[config.mk]
export PLATFORM = sky130hd
export DESIGN_NAME = index_free_list_allocator_flat
export DESIGN_NICKNAME = d
export VERILOG_FILES = /design/src/rtl/ifla_pkg.sv /design/src/rtl/ifla_req_if.sv /design/src/rtl/ifla_rsp_if.sv /design/src/rtl/ifla_link_store.sv /design/src/rtl/index_free_list_allocator.sv /design/src/flat_wrapper.sv
export SDC_FILE = /design/constraint.sdc
export NUM_CORES = 2
export LEC_CHECK = 0
export BUFFER_PORTS_ARGS = -buffer_cell sky130_fd_sc_hd__buf_4
export CAP_MARGIN = 20
export CORE_UTILIZATION = 60
export DETAILED_ROUTE_END_ITERATION = 8
export PLACE_DENSITY = 0.83
export SYNTH_ARGS = -nofsm -noshare
export SYNTH_HDL_FRONTEND = slang
export SYNTH_HIERARCHICAL = 1
export SYNTH_SLANG_ARGS = --single-unit
[constraint.sdc]
create_clock -name clk -period 20.1 [get_ports clk]
set_input_delay 1.005 -clock clk [delete_from_list [all_inputs] [get_ports clk]]
set_output_delay 1.005 -clock clk [all_outputs]
set_load 0.005 [all_outputs]
[src/rtl/ifla_pkg.sv]
// Shared types and constants for the index free-list allocator.
// No dependencies; every other file refers to it by scoped names.
package ifla_pkg;

  localparam int MAX_SLOTS = 256;
  localparam int SLOT_W    = $clog2(MAX_SLOTS);
  localparam int LINK_W    = SLOT_W + 1;
  localparam int CFG_W     = 9;
  localparam int CFG_IDX_W = 1;

  // End-of-list mark: one past the highest slot number
  localparam logic [LINK_W-1:0] LINK_END = LINK_W'(MAX_SLOTS);

  localparam logic [CFG_IDX_W-1:0] REG_POOL_SIZE = 1'b0;
  localparam logic [CFG_IDX_W-1:0] REG_LOCK_ALL  = 1'b1;

  localparam logic OP_ALLOC   = 1'b0;
  localparam logic OP_RELEASE = 1'b1;

  typedef enum logic [1:0] {
    STS_OK      = 2'd0,
    STS_EMPTY   = 2'd1,
    STS_LOCKED  = 2'd2,
    STS_IGNORED = 2'd3
  } status_t;

  typedef enum logic {
    ST_IDLE,
    ST_EXEC
  } state_t;

  // Write request into the slot store: allocated mark and next link
  typedef struct packed {
    logic              en;
    logic [SLOT_W-1:0] addr;
    logic              mark;
    logic [LINK_W-1:0] data;
  } link_wr_t;

endpackage

[src/rtl/ifla_req_if.sv]
// Request channel of the index free-list allocator: valid/ready plus payload.
// Depends on ifla_pkg.
interface ifla_req_if;
  logic                       valid;
  logic                       ready;
  logic                       operation;
  logic [ifla_pkg::SLOT_W-1:0] slot_in;

  modport source (output valid, output operation, output slot_in, input ready);
  modport sink   (input valid, input operation, input slot_in, output ready);
endinterface

[src/rtl/ifla_rsp_if.sv]
// Response channel of the index free-list allocator: valid/ready plus payload.
// Depends on ifla_pkg.
interface ifla_rsp_if;
  logic                        valid;
  logic                        ready;
  logic [ifla_pkg::SLOT_W-1:0] slot_out;
  logic [1:0]                  status;
  logic [ifla_pkg::LINK_W-1:0] free_slots;

  modport source (output valid, output slot_out, output status, output free_slots,
                  input ready);
  modport sink   (input valid, input slot_out, input status, input free_slots,
                  output ready);
endinterface

[src/rtl/ifla_link_store.sv]
// Slot memory of the free list (allocated mark and next link), registered read.
// Per-entry written bits stand in for the rebuilt chain and cleared marks; depends on ifla_pkg.
module ifla_link_store (
  input  logic                        clk,
  input  logic                        rst,
  input  logic                        clear,
  input  logic [ifla_pkg::LINK_W-1:0] pool_n,
  input  logic                        rd_en,
  input  logic [ifla_pkg::SLOT_W-1:0] rd_addr,
  input  ifla_pkg::link_wr_t          wr,
  output logic [ifla_pkg::LINK_W-1:0] rd_link,
  output logic                        rd_mark
);

  logic [ifla_pkg::LINK_W:0]      ram [ifla_pkg::MAX_SLOTS];
  logic [ifla_pkg::MAX_SLOTS-1:0] written;
  logic [ifla_pkg::LINK_W:0]      ram_q;
  logic                           written_q;
  logic [ifla_pkg::SLOT_W-1:0]    addr_q;
  logic [ifla_pkg::LINK_W-1:0]    addr_ext;
  logic [ifla_pkg::LINK_W-1:0]    chain_link;

  always_ff @(posedge clk) begin
    if (wr.en) begin
      ram[wr.addr] <= {wr.mark, wr.data};
    end
    if (rd_en) begin
      ram_q <= ram[rd_addr];
      addr_q <= rd_addr;
    end
  end

  always_ff @(posedge clk) begin
    if (rst || clear) begin
      written <= '0;
      written_q <= 1'b0;
    end else begin
      if (wr.en) begin
        written[wr.addr] <= 1'b1;
      end
      if (rd_en) begin
        written_q <= written[rd_addr];
      end
    end
  end

  // Entries untouched since the last rebuild follow the chain 0 -> 1 -> ... -> N-1
  // and are not allocated
  assign addr_ext   = ifla_pkg::LINK_W'(addr_q);
  assign chain_link = (addr_ext == pool_n - ifla_pkg::LINK_W'(1)) ? ifla_pkg::LINK_END
                                                                  : addr_ext + ifla_pkg::LINK_W'(1);
  assign rd_link    = written_q ? ram_q[ifla_pkg::LINK_W-1:0] : chain_link;
  assign rd_mark    = written_q && ram_q[ifla_pkg::LINK_W];

endmodule

[src/rtl/index_free_list_allocator.sv]
// Index free-list allocator: LIFO pool of slot numbers with links in memory.
// Depends on ifla_pkg, ifla_req_if, ifla_rsp_if and ifla_link_store.
//
// Usage
//   req carries one operation per transfer: allocate (slot_in ignored) or
//   release of slot_in. rsp returns exactly one result per request: the
//   allocated slot, a status code and the free count after the operation.
//   cfg_we/cfg_index/cfg_data write pool_size (index 0) or lock_all (index 1);
//   a pool_size write saturates at 256 and rebuilds the free list in the
//   same cycle, forgetting all outstanding allocations. Write config only
//   while no request is in flight.
// Sequence
//   A request is taken in the idle state, where the slot memory entry (the head
//   slot for allocate, slot_in for release) is read; the exec state then updates
//   head, count and the entry and loads the response register, waiting there
//   while the response register still holds an unaccepted result.
//   A new request is taken only in the idle state, once the last one is done.
// Reset and stall
//   Synchronous rst sets pool_size 256, lock_all 0 and the full chain 0..255;
//   no clearing pass is needed. While rsp is stalled the block holds the
//   finished result and accepts one more request, which waits in its update
//   cycle until the response register frees up.
module index_free_list_allocator (
  input  logic                           clk,
  input  logic                           rst,
  ifla_req_if.sink                       req,
  ifla_rsp_if.source                     rsp,
  input  logic                           cfg_we,
  input  logic [ifla_pkg::CFG_IDX_W-1:0] cfg_index,
  input  logic [ifla_pkg::CFG_W-1:0]     cfg_data
);

  ifla_pkg::state_t state, state_next;

  logic [ifla_pkg::LINK_W-1:0]    pool_n;
  logic                           lock_all;
  logic [ifla_pkg::LINK_W-1:0]    head;
  logic [ifla_pkg::LINK_W-1:0]    free_total;
  logic                           op_q;
  logic [ifla_pkg::SLOT_W-1:0]    slot_q;

  logic                           rsp_valid;
  logic [ifla_pkg::SLOT_W-1:0]    rsp_slot;
  ifla_pkg::status_t              rsp_status;
  logic [ifla_pkg::LINK_W-1:0]    rsp_free;

  logic                           req_xfer;
  logic                           done;
  logic                           out_free;
  logic                           rebuild;
  logic [ifla_pkg::LINK_W-1:0]    pool_sat;
  logic [ifla_pkg::SLOT_W-1:0]    rd_addr;
  logic [ifla_pkg::LINK_W-1:0]    link;
  logic                           slot_mark;
  logic                           alloc_ok;
  logic                           rel_ok;
  ifla_pkg::link_wr_t             link_wr;

  assign req_xfer = req.valid && req.ready;
  assign out_free = !rsp_valid || rsp.ready;
  assign rebuild  = cfg_we && (cfg_index == ifla_pkg::REG_POOL_SIZE);
  assign pool_sat = (cfg_data > ifla_pkg::CFG_W'(ifla_pkg::MAX_SLOTS))
                    ? ifla_pkg::LINK_W'(ifla_pkg::MAX_SLOTS)
                    : ifla_pkg::LINK_W'(cfg_data);

  assign alloc_ok = !lock_all && (pool_n != '0) && (free_total != '0) && (head < pool_n);
  assign rel_ok   = (ifla_pkg::LINK_W'(slot_q) < pool_n) && slot_mark;

  always_comb begin
    state_next = state;
    req.ready  = 1'b0;
    done       = 1'b0;
    case (state)
      ifla_pkg::ST_IDLE: begin
        req.ready = 1'b1;
        if (req.valid) begin
          state_next = ifla_pkg::ST_EXEC;
        end
      end
      ifla_pkg::ST_EXEC: begin
        if (out_free) begin
          done       = 1'b1;
          state_next = ifla_pkg::ST_IDLE;
        end
      end
      default: state_next = ifla_pkg::ST_IDLE;
    endcase
  end

  always_ff @(posedge clk) begin
    if (rst) begin
      state <= ifla_pkg::ST_IDLE;
    end else begin
      state <= state_next;
    end
  end

  // Write back: allocate keeps the head's link and sets its mark;
  // release links the slot to the old head and clears its mark
  always_comb begin
    link_wr.en   = 1'b0;
    link_wr.addr = slot_q;
    link_wr.mark = 1'b0;
    link_wr.data = head;
    if (done) begin
      if (op_q == ifla_pkg::OP_ALLOC) begin
        link_wr.en   = alloc_ok;
        link_wr.addr = head[ifla_pkg::SLOT_W-1:0];
        link_wr.mark = 1'b1;
        link_wr.data = link;
      end else begin
        link_wr.en = rel_ok;
      end
    end
  end

  assign rd_addr = (req.operation == ifla_pkg::OP_RELEASE) ? req.slot_in
                                                           : head[ifla_pkg::SLOT_W-1:0];

  ifla_link_store u_link_store (
    .clk     (clk),
    .rst     (rst),
    .clear   (rebuild),
    .pool_n  (pool_n),
    .rd_en   (req_xfer),
    .rd_addr (rd_addr),
    .wr      (link_wr),
    .rd_link (link),
    .rd_mark (slot_mark)
  );

  always_ff @(posedge clk) begin
    if (req_xfer) begin
      op_q   <= req.operation;
      slot_q <= req.slot_in;
    end
  end

  always_ff @(posedge clk) begin
    if (rst) begin
      pool_n     <= ifla_pkg::LINK_W'(ifla_pkg::MAX_SLOTS);
      lock_all   <= 1'b0;
      head       <= '0;
      free_total <= ifla_pkg::LINK_W'(ifla_pkg::MAX_SLOTS);
    end else if (rebuild) begin
      pool_n     <= pool_sat;
      head       <= (pool_sat != '0) ? '0 : ifla_pkg::LINK_END;
      free_total <= pool_sat;
    end else begin
      if (cfg_we && (cfg_index == ifla_pkg::REG_LOCK_ALL)) begin
        lock_all <= cfg_data[0];
      end
      if (done) begin
        if (op_q == ifla_pkg::OP_ALLOC) begin
          if (alloc_ok) begin
            head       <= link;
            free_total <= free_total - ifla_pkg::LINK_W'(1);
          end
        end else if (rel_ok) begin
          head       <= ifla_pkg::LINK_W'(slot_q);
          free_total <= free_total + ifla_pkg::LINK_W'(1);
        end
      end
    end
  end

  // Response register
  always_ff @(posedge clk) begin
    if (rst) begin
      rsp_valid <= 1'b0;
    end else if (done) begin
      rsp_valid <= 1'b1;
    end else if (rsp.ready) begin
      rsp_valid <= 1'b0;
    end
  end

  always_ff @(posedge clk) begin
    if (done) begin
      rsp_slot <= '0;
      if (op_q == ifla_pkg::OP_ALLOC) begin
        if (lock_all) begin
          rsp_status <= ifla_pkg::STS_LOCKED;
          rsp_free   <= free_total;
        end else if (alloc_ok) begin
          rsp_status <= ifla_pkg::STS_OK;
          rsp_slot   <= head[ifla_pkg::SLOT_W-1:0];
          rsp_free   <= free_total - ifla_pkg::LINK_W'(1);
        end else begin
          rsp_status <= ifla_pkg::STS_EMPTY;
          rsp_free   <= free_total;
        end
      end else if (rel_ok) begin
        rsp_status <= ifla_pkg::STS_OK;
        rsp_free   <= free_total + ifla_pkg::LINK_W'(1);
      end else begin
        rsp_status <= ifla_pkg::STS_IGNORED;
        rsp_free   <= free_total;
      end
    end
  end

  assign rsp.valid      = rsp_valid;
  assign rsp.slot_out   = rsp_slot;
  assign rsp.status     = rsp_status;
  assign rsp.free_slots = rsp_free;

  a_free_bounded: assert property (@(posedge clk) disable iff (rst)
    free_total <= pool_n)
    else $error("free count exceeds pool size");

  a_head_in_range: assert property (@(posedge clk) disable iff (rst)
    head != ifla_pkg::LINK_END |-> head < pool_n)
    else $error("list head outside pool");

  a_empty_head_end: assert property (@(posedge clk) disable iff (rst)
    free_total == '0 |-> head == ifla_pkg::LINK_END)
    else $error("empty list with live head");

  a_rsp_after_exec: assert property (@(posedge clk) disable iff (rst)
    $rose(rsp_valid) |-> $past(state == ifla_pkg::ST_EXEC))
    else $error("response without an update cycle");

endmodule
[src/flat_wrapper.sv]
// flat-port wrapper written by rule: the top's interface ports become plain ports
module index_free_list_allocator_flat 
  (clk, rst, cfg_we, cfg_index, cfg_data, req_valid, req_operation, req_slot_in, req_ready, rsp_valid, rsp_slot_out, rsp_status, rsp_free_slots, rsp_ready);
  ifla_req_if req_i ();
  ifla_rsp_if rsp_i ();
  input  logic clk;
  input  logic rst;
  input  logic cfg_we;
  input  logic [ifla_pkg::CFG_IDX_W-1:0] cfg_index;
  input  logic [ifla_pkg::CFG_W-1:0] cfg_data;
  input wire logic [$bits(req_i.valid)-1:0] req_valid;
  input wire logic [$bits(req_i.operation)-1:0] req_operation;
  input wire logic [$bits(req_i.slot_in)-1:0] req_slot_in;
  output wire logic [$bits(req_i.ready)-1:0] req_ready;
  output wire logic [$bits(rsp_i.valid)-1:0] rsp_valid;
  output wire logic [$bits(rsp_i.slot_out)-1:0] rsp_slot_out;
  output wire logic [$bits(rsp_i.status)-1:0] rsp_status;
  output wire logic [$bits(rsp_i.free_slots)-1:0] rsp_free_slots;
  input wire logic [$bits(rsp_i.ready)-1:0] rsp_ready;
  assign req_i.valid = req_valid;
  assign req_i.operation = req_operation;
  assign req_i.slot_in = req_slot_in;
  assign req_ready = req_i.ready;
  assign rsp_valid = rsp_i.valid;
  assign rsp_slot_out = rsp_i.slot_out;
  assign rsp_status = rsp_i.status;
  assign rsp_free_slots = rsp_i.free_slots;
  assign rsp_i.ready = rsp_ready;
  index_free_list_allocator u_core (.clk(clk), .rst(rst), .req(req_i), .rsp(rsp_i), .cfg_we(cfg_we), .cfg_index(cfg_index), .cfg_data(cfg_data));
endmodule
== Word-level counts from Yosys, hierarchy flattened ==
Memories as Yosys holds them, arrays and structs flattened. A register that Yosys moved wholly into a read port is not among the register bits.
Cells that the tools add are included.

* Bitwise gates (word level): 5
* Order comparisons: 6
* $add $sub $neg: 4
* Eq/ne operators: 2
* Reductions and logical operators: 22
* Multiplexer cells: 38

{| class="wikitable"
|+ Operator list
! operator !! number
|-
| $or 256x256->256 || 1
|-
| $mux 9 || 16
|-
| $reduce_bool 9->1 || 3
|-
| $mux 19 || 1
|-
| $lt 8x9->1 const B || 2
|-
| $mux 18 || 1
|-
| $sub 9x1->9 const B || 2
|-
| $mux 1 || 13
|-
| $add 8x1->9 const B || 1
|-
| $add 9x1->9 const B || 1
|-
| $eq 8x9->1 || 1
|-
| $gt 9x9->1 const B || 1
|-
| $logic_and 1x1->1 || 9
|-
| $lt 8x9->1 || 1
|-
| $lt 9x9->1 || 1
|-
| $bmux 1 s8 || 1
|-
| $demux 1 s8 || 1
|-
| $ge 8x1->1 const B || 1
|-
| $mux 8 || 1
|-
| $mux 2 || 3
|-
| $not 1->1 || 4
|-
| $reduce_bool 2->1 || 2
|-
| $ne 3x3->1 const B || 1
|-
| $reduce_and 3->1 || 1
|-
| 6 further kinds || 8
|}

* Output and inout port bits: 21
* Bits in registers: 323
* Memories kept: 1
* Logic and storage cells: 92
* Memory bits (writable): 2560
* Bits of input ports: 24

{| class="wikitable"
|+ Memories
! memory !! words !! bits a word !! rd ports !! clocked after Yosys merged registers in !! write ports !! RTL line !! source
|-
| u_core.u_link_store.ram || 256 || 10 || 1 || 1 || 1 || ifla_link_store.sv:15 || <nowiki>logic [ifla_pkg::LINK_W:0] ram [ifla_pkg::MAX_SLOTS];</nowiki>
|}

== Longest topological paths before layout ==
* Depth after elaboration: 11
* Mapped depth: 17
* Depth with buffers taken out: 13

== Hierarchy ==
Netlist, hierarchy kept.

{| class="wikitable"
|+ Modules (own cells, without submodules)
! module !! sequential area each (um^2) !! times used !! area each (um^2) !! cells an instance
|-
| ifla_link_store || 82559.2 || 1 || 108101.2 || 5420
|-
| index_free_list_allocator || 1441.4 || 1 || 3524.6 || 355
|}

== Least setup slack after synthesis ==
OpenSTA, ideal clock, no wires.

* Path kind: in2reg
* Start: input rsp_ready
* End: memory u_core/u_link_store/ram[0][0] (netlist bit) (data pin)
* Path buffers: 1
* Stages on the path: 5
* Arrival: 12.688 ns
* Data required time: 17.914 ns
* Setup slack: 5.226 ns
* Setup time: 2.186 ns
* Cells stage by stage: nand2b_1 -> nand2_1 -> nor2_1 -> buf_2 -> o21ai_0

{| class="wikitable"
|+ RTL lines
! what !! RTL line !! source
|-
| from (decl) || flat_wrapper.sv:19 || <nowiki>input wire logic [$bits(rsp_i.ready)-1:0] rsp_ready;</nowiki>
|-
| to (decl) || ifla_link_store.sv:15 ||
|}

== Worst setup path after layout ==
* Start: register u_core/head[0] (netlist bit)
* End: register u_core/u_link_store/ram_q[3] (netlist bit), read port of u_core.u_link_store.ram (data pin)

* Longest elaborated chain between the ends: 1

{| class="wikitable"
|+ RTL lines
! what !! RTL line !! source
|-
| from (decl) || index_free_list_allocator.sv:37 || <nowiki>logic [ifla_pkg::LINK_W-1:0] head;</nowiki>
|-
| from (signal assigned) || index_free_list_allocator.sv:147 || <nowiki>head <= (pool_sat != '0) ? '0 : ifla_pkg::LINK_END;</nowiki>
|-
| from (signal assigned) || index_free_list_allocator.sv:156 || <nowiki>head <= link;</nowiki>
|-
| from (signal assigned) || index_free_list_allocator.sv:160 || <nowiki>head <= ifla_pkg::LINK_W'(slot_q);</nowiki>
|-
| $mux 8 || index_free_list_allocator.sv:117 || <nowiki>assign rd_addr = (req.operation == ifla_pkg::OP_RELEASE) ? req.slot_in</nowiki>
|-
| named net u_core.rd_addr (one bit) || index_free_list_allocator.sv:52 || <nowiki>logic [ifla_pkg::SLOT_W-1:0] rd_addr;</nowiki>
|-
| to (decl) || ifla_link_store.sv:17 || <nowiki>logic [ifla_pkg::LINK_W:0] ram_q;</nowiki>
|}

The timed path passes the listed nets, and every way through them passes these cells.
A chain may end at the register's enable or synchronous reset.

==> qor.yml <==
drt-pass1-iter-count: 8
start_util_pct: 60.7
gp_congestion: 0.885
slew_headroom_pct: 5.30
synth_edf_count: 2606
reg2reg_slack_ps: 13150
synthCells: 5775
vias_per_cell: 7.31
ioPinCount: 45
power_frac_seq_pct: 51.3
hold_start: "req_slot_in[0]"
min_path_cells: 1
grt_pass1_wl_um: 434000
drt_iter0_drc: 11330
area_growth_pct: 12.3
grt_pass1_vias: 62289
finalSetupViolations: 0
cts_buffers: 287
crit_path_frequent_cell: "buf_4"
path_class: "reg2reg"
ys_types: 85
fin_nets: 6065
yosys_warnings: 6
total_power_mw: 12.9
clock_latency_ps: 950
fin_area_mm2: 0.125
timing.critical_path.buf_inv: 5
drc: 0
rsz0062_at_grt: "no"
antenna_found_initial: 13
final_cell_mix: "2606 x edfxtp_1, 746 x nor2_1, 691 x mux4_2"
hpwlAfterDp_um: 161000
clockBufferDepth: 4
endpoint_kind: "register"
portBuffers: 44
cts_hold_buf: 0
die_area_mm2: 0.188
final.min_clock_period_ps: 6950
p_per_area_mw_per_mm2: 103
die_y_um: 433
clkPwrFrac_pct: 42.0
grt_usage_pct: 32.5
tritoncts: "yes"
fin_ws_ps: 13150
min_to: "u_core/slot_q[0]"
combPwrFrac_pct: 6.7
cpPeakStageDelay_ps: 900
wl_per_cell_um: 35.3
synth_nets: 5818
cts_max_level: 5
cp_slowest_cell: "buf_4"
fmax_mhz: 144
dp_slack_ps: 12590
path_delay_family: "buffers and inverters"
postPlaceCellArea_mm2: 0.115
gr-total-overflow: 0
routed_wl_um: 307000
arrival_ps: 7650
sw_frac_of_total_pct: 22.2
p_leak_nw: 37.8
slew_viol_final: 0
clock_skew_ps: 73.2
start_kind: "register"
maxCapViolCount: 0
fillerInstances: 10373
rows: 157
p_sw_mw: 2.87
antenna_left: 0
reg2regPathDepth: 12
regToRegStartpoint: "u_core/head[0]"
cp_cell_sequence: "inv_1, o21ai_4, buf_4, buf_4, buf_4, buf_4, mux4_2, a22oi_1, a21oi_1, nor4_1, o22ai_1, or2_1"
cts_root_buf: "clkbuf_16"
tns_ps: 0
fin_crit_sh_pct: 34.6
min_path_type: "in2reg"
ys_seq_area_share_pct: 75.3
drive_gt1_share_pct: 24.2
worst_slew_pin_slew_ps: 1420
outcome: "completed"
cts.sinks: 2893
fin_cells: 8701
cts-resized-gates: 0
crit_fanout: 52
dp_cells: 8110
final_hold_viol_count: 0
die_x_um: 433
synth-main-ff-cell: "edfxtp_1"
vias: 63609
synthesis.area_mm2: 0.112
layout_commonest_cell: "edfxtp_1"
grt_max_degree: 217
async_reset_ff_share_pct: 0
cts_setup_buffers: 0
worst_ep_required_time_ps: 20790
worstReg2RegEnd: "u_core/u_link_store/ram_q[3]"
core_area_mm2: 0.184
intPower_mw: 10.1
syn_avg_cell_area_um2: 19.3
path_clk_slew_ps: 60
ir_worst_vdd_v: 0.000116
synth-seq-cells: 2893
## synthesized netlist by cell type, types with 15 or more instances
cell	n	share of area [%]
buf_6	38	0.38
nand2_1	64	0.22
o22ai_1	26	0.15
inv_1	30	0.10
o21ba_2	29	0.26
buf_2	47	0.21
a21oi_1	198	0.89
mux4_2	691	14
nand3_1	36	0.16
nor2_1	753	2.5
nor4_1	47	0.26
edfxtp_1	2606	70
clkbuf_1	230	0.77
mux2_2	28	0.28
nor2b_1	17	0.095
mux2i_1	39	0.35
buf_1	19	0.064
a22oi_1	329	2.2
ha_1	19	0.21
a211oi_1	15	0.10
dfxtp_1	287	5.1
## power groups by stage
stage | sequential, mW | clock [mW] | combinational [mW]
6_report | 6.64 | 5.43 | 0.861
5_1_grt | 6.64 | 5.66 | 0.879
4_1_cts | 6.64 | 5.44 | 0.821
3_5_place_dp | 6.77 | 0 | 0.799
3_3_place_gp | 6.77 | 0 | 0.777
2_1_floorplan | 6.77 | 0 | 0.517
## worst max-delay path by stage
stage	start	to	depth (start not counted)	slack [ps]
2_1_floorplan	rsp_ready	u_core/u_link_store/ram[0][0]	5	5230
3_3_place_gp	req_operation	u_core/u_link_store/ram_q[6]	12	12670
3_5_place_dp	req_operation	u_core/u_link_store/ram_q[6]	12	12590
4_1_cts	u_core/head[0]	u_core/u_link_store/ram_q[3]	12	13040
5_1_grt	u_core/head[0]	u_core/u_link_store/ram_q[3]	12	12650
6_report	u_core/head[0]	u_core/u_link_store/ram_q[3]	12	13150
## logic make-up after synthesis
kind of cell | count (synthesis) | share of synthesized area (%)
adder cells (fa/ha/maj) | 19 | 0.213
XOR/XNOR | 20 | 0.157
AND/OR/NAND/NOR | 1021 | 3.92
buffers and inverters | 379 | 1.64
multiplexers | 759 | 14.6
flip-flops | 2893 | 75.3
AO/OA/AOI/OAI | 684 | 4.24
## layout make-up
type	instances	area (um2)	share of cell area, %
Sequential cell	2893	84000	67.0
Multi-Input combinational cell	2503	26000	20.8
Clock buffer	374	7900	6.30
Tap cell	2464	3080	2.46
Timing Repair Buffer	306	2760	2.20
Clock inverter	121	1430	1.14
Inverter	31	116	0.0928
Antenna cell	9	22.5	0.0180
## metal layers
layer	vias up	GRT usage [%]	share of wire (%)
met5	-	0.572	0.077
met4	10	17.7	6.5
met3	1289	9.59	15
met2	6345	49.9	47
met1	32032	42.1	32
li1	23933	-	-
## per-stage QoR
stage	hold WS [ps]	util, %
after detailed placement	452	62.6
after global routing	237	68.2
after floorplan	432	-
after global placement	443	62.3
after CTS	203	67.7
final	253	68.2
## sequential cells by signal, summed over array words and instances (netlist names), 8 cells and up
name / flops
u_core/pool_n: 9
u_core/u_link_store/ram_q: 10
u_core/free_total: 9
u_core/u_link_store/addr_q: 8
u_core/head: 9
u_core/slot_q: 8
u_core/u_link_store/written: 256
u_core/u_link_store/ram: 2560
u_core/rsp.slot_out: 8
u_core/rsp.free_slots: 9
Power figures use the tool's default switching activity.
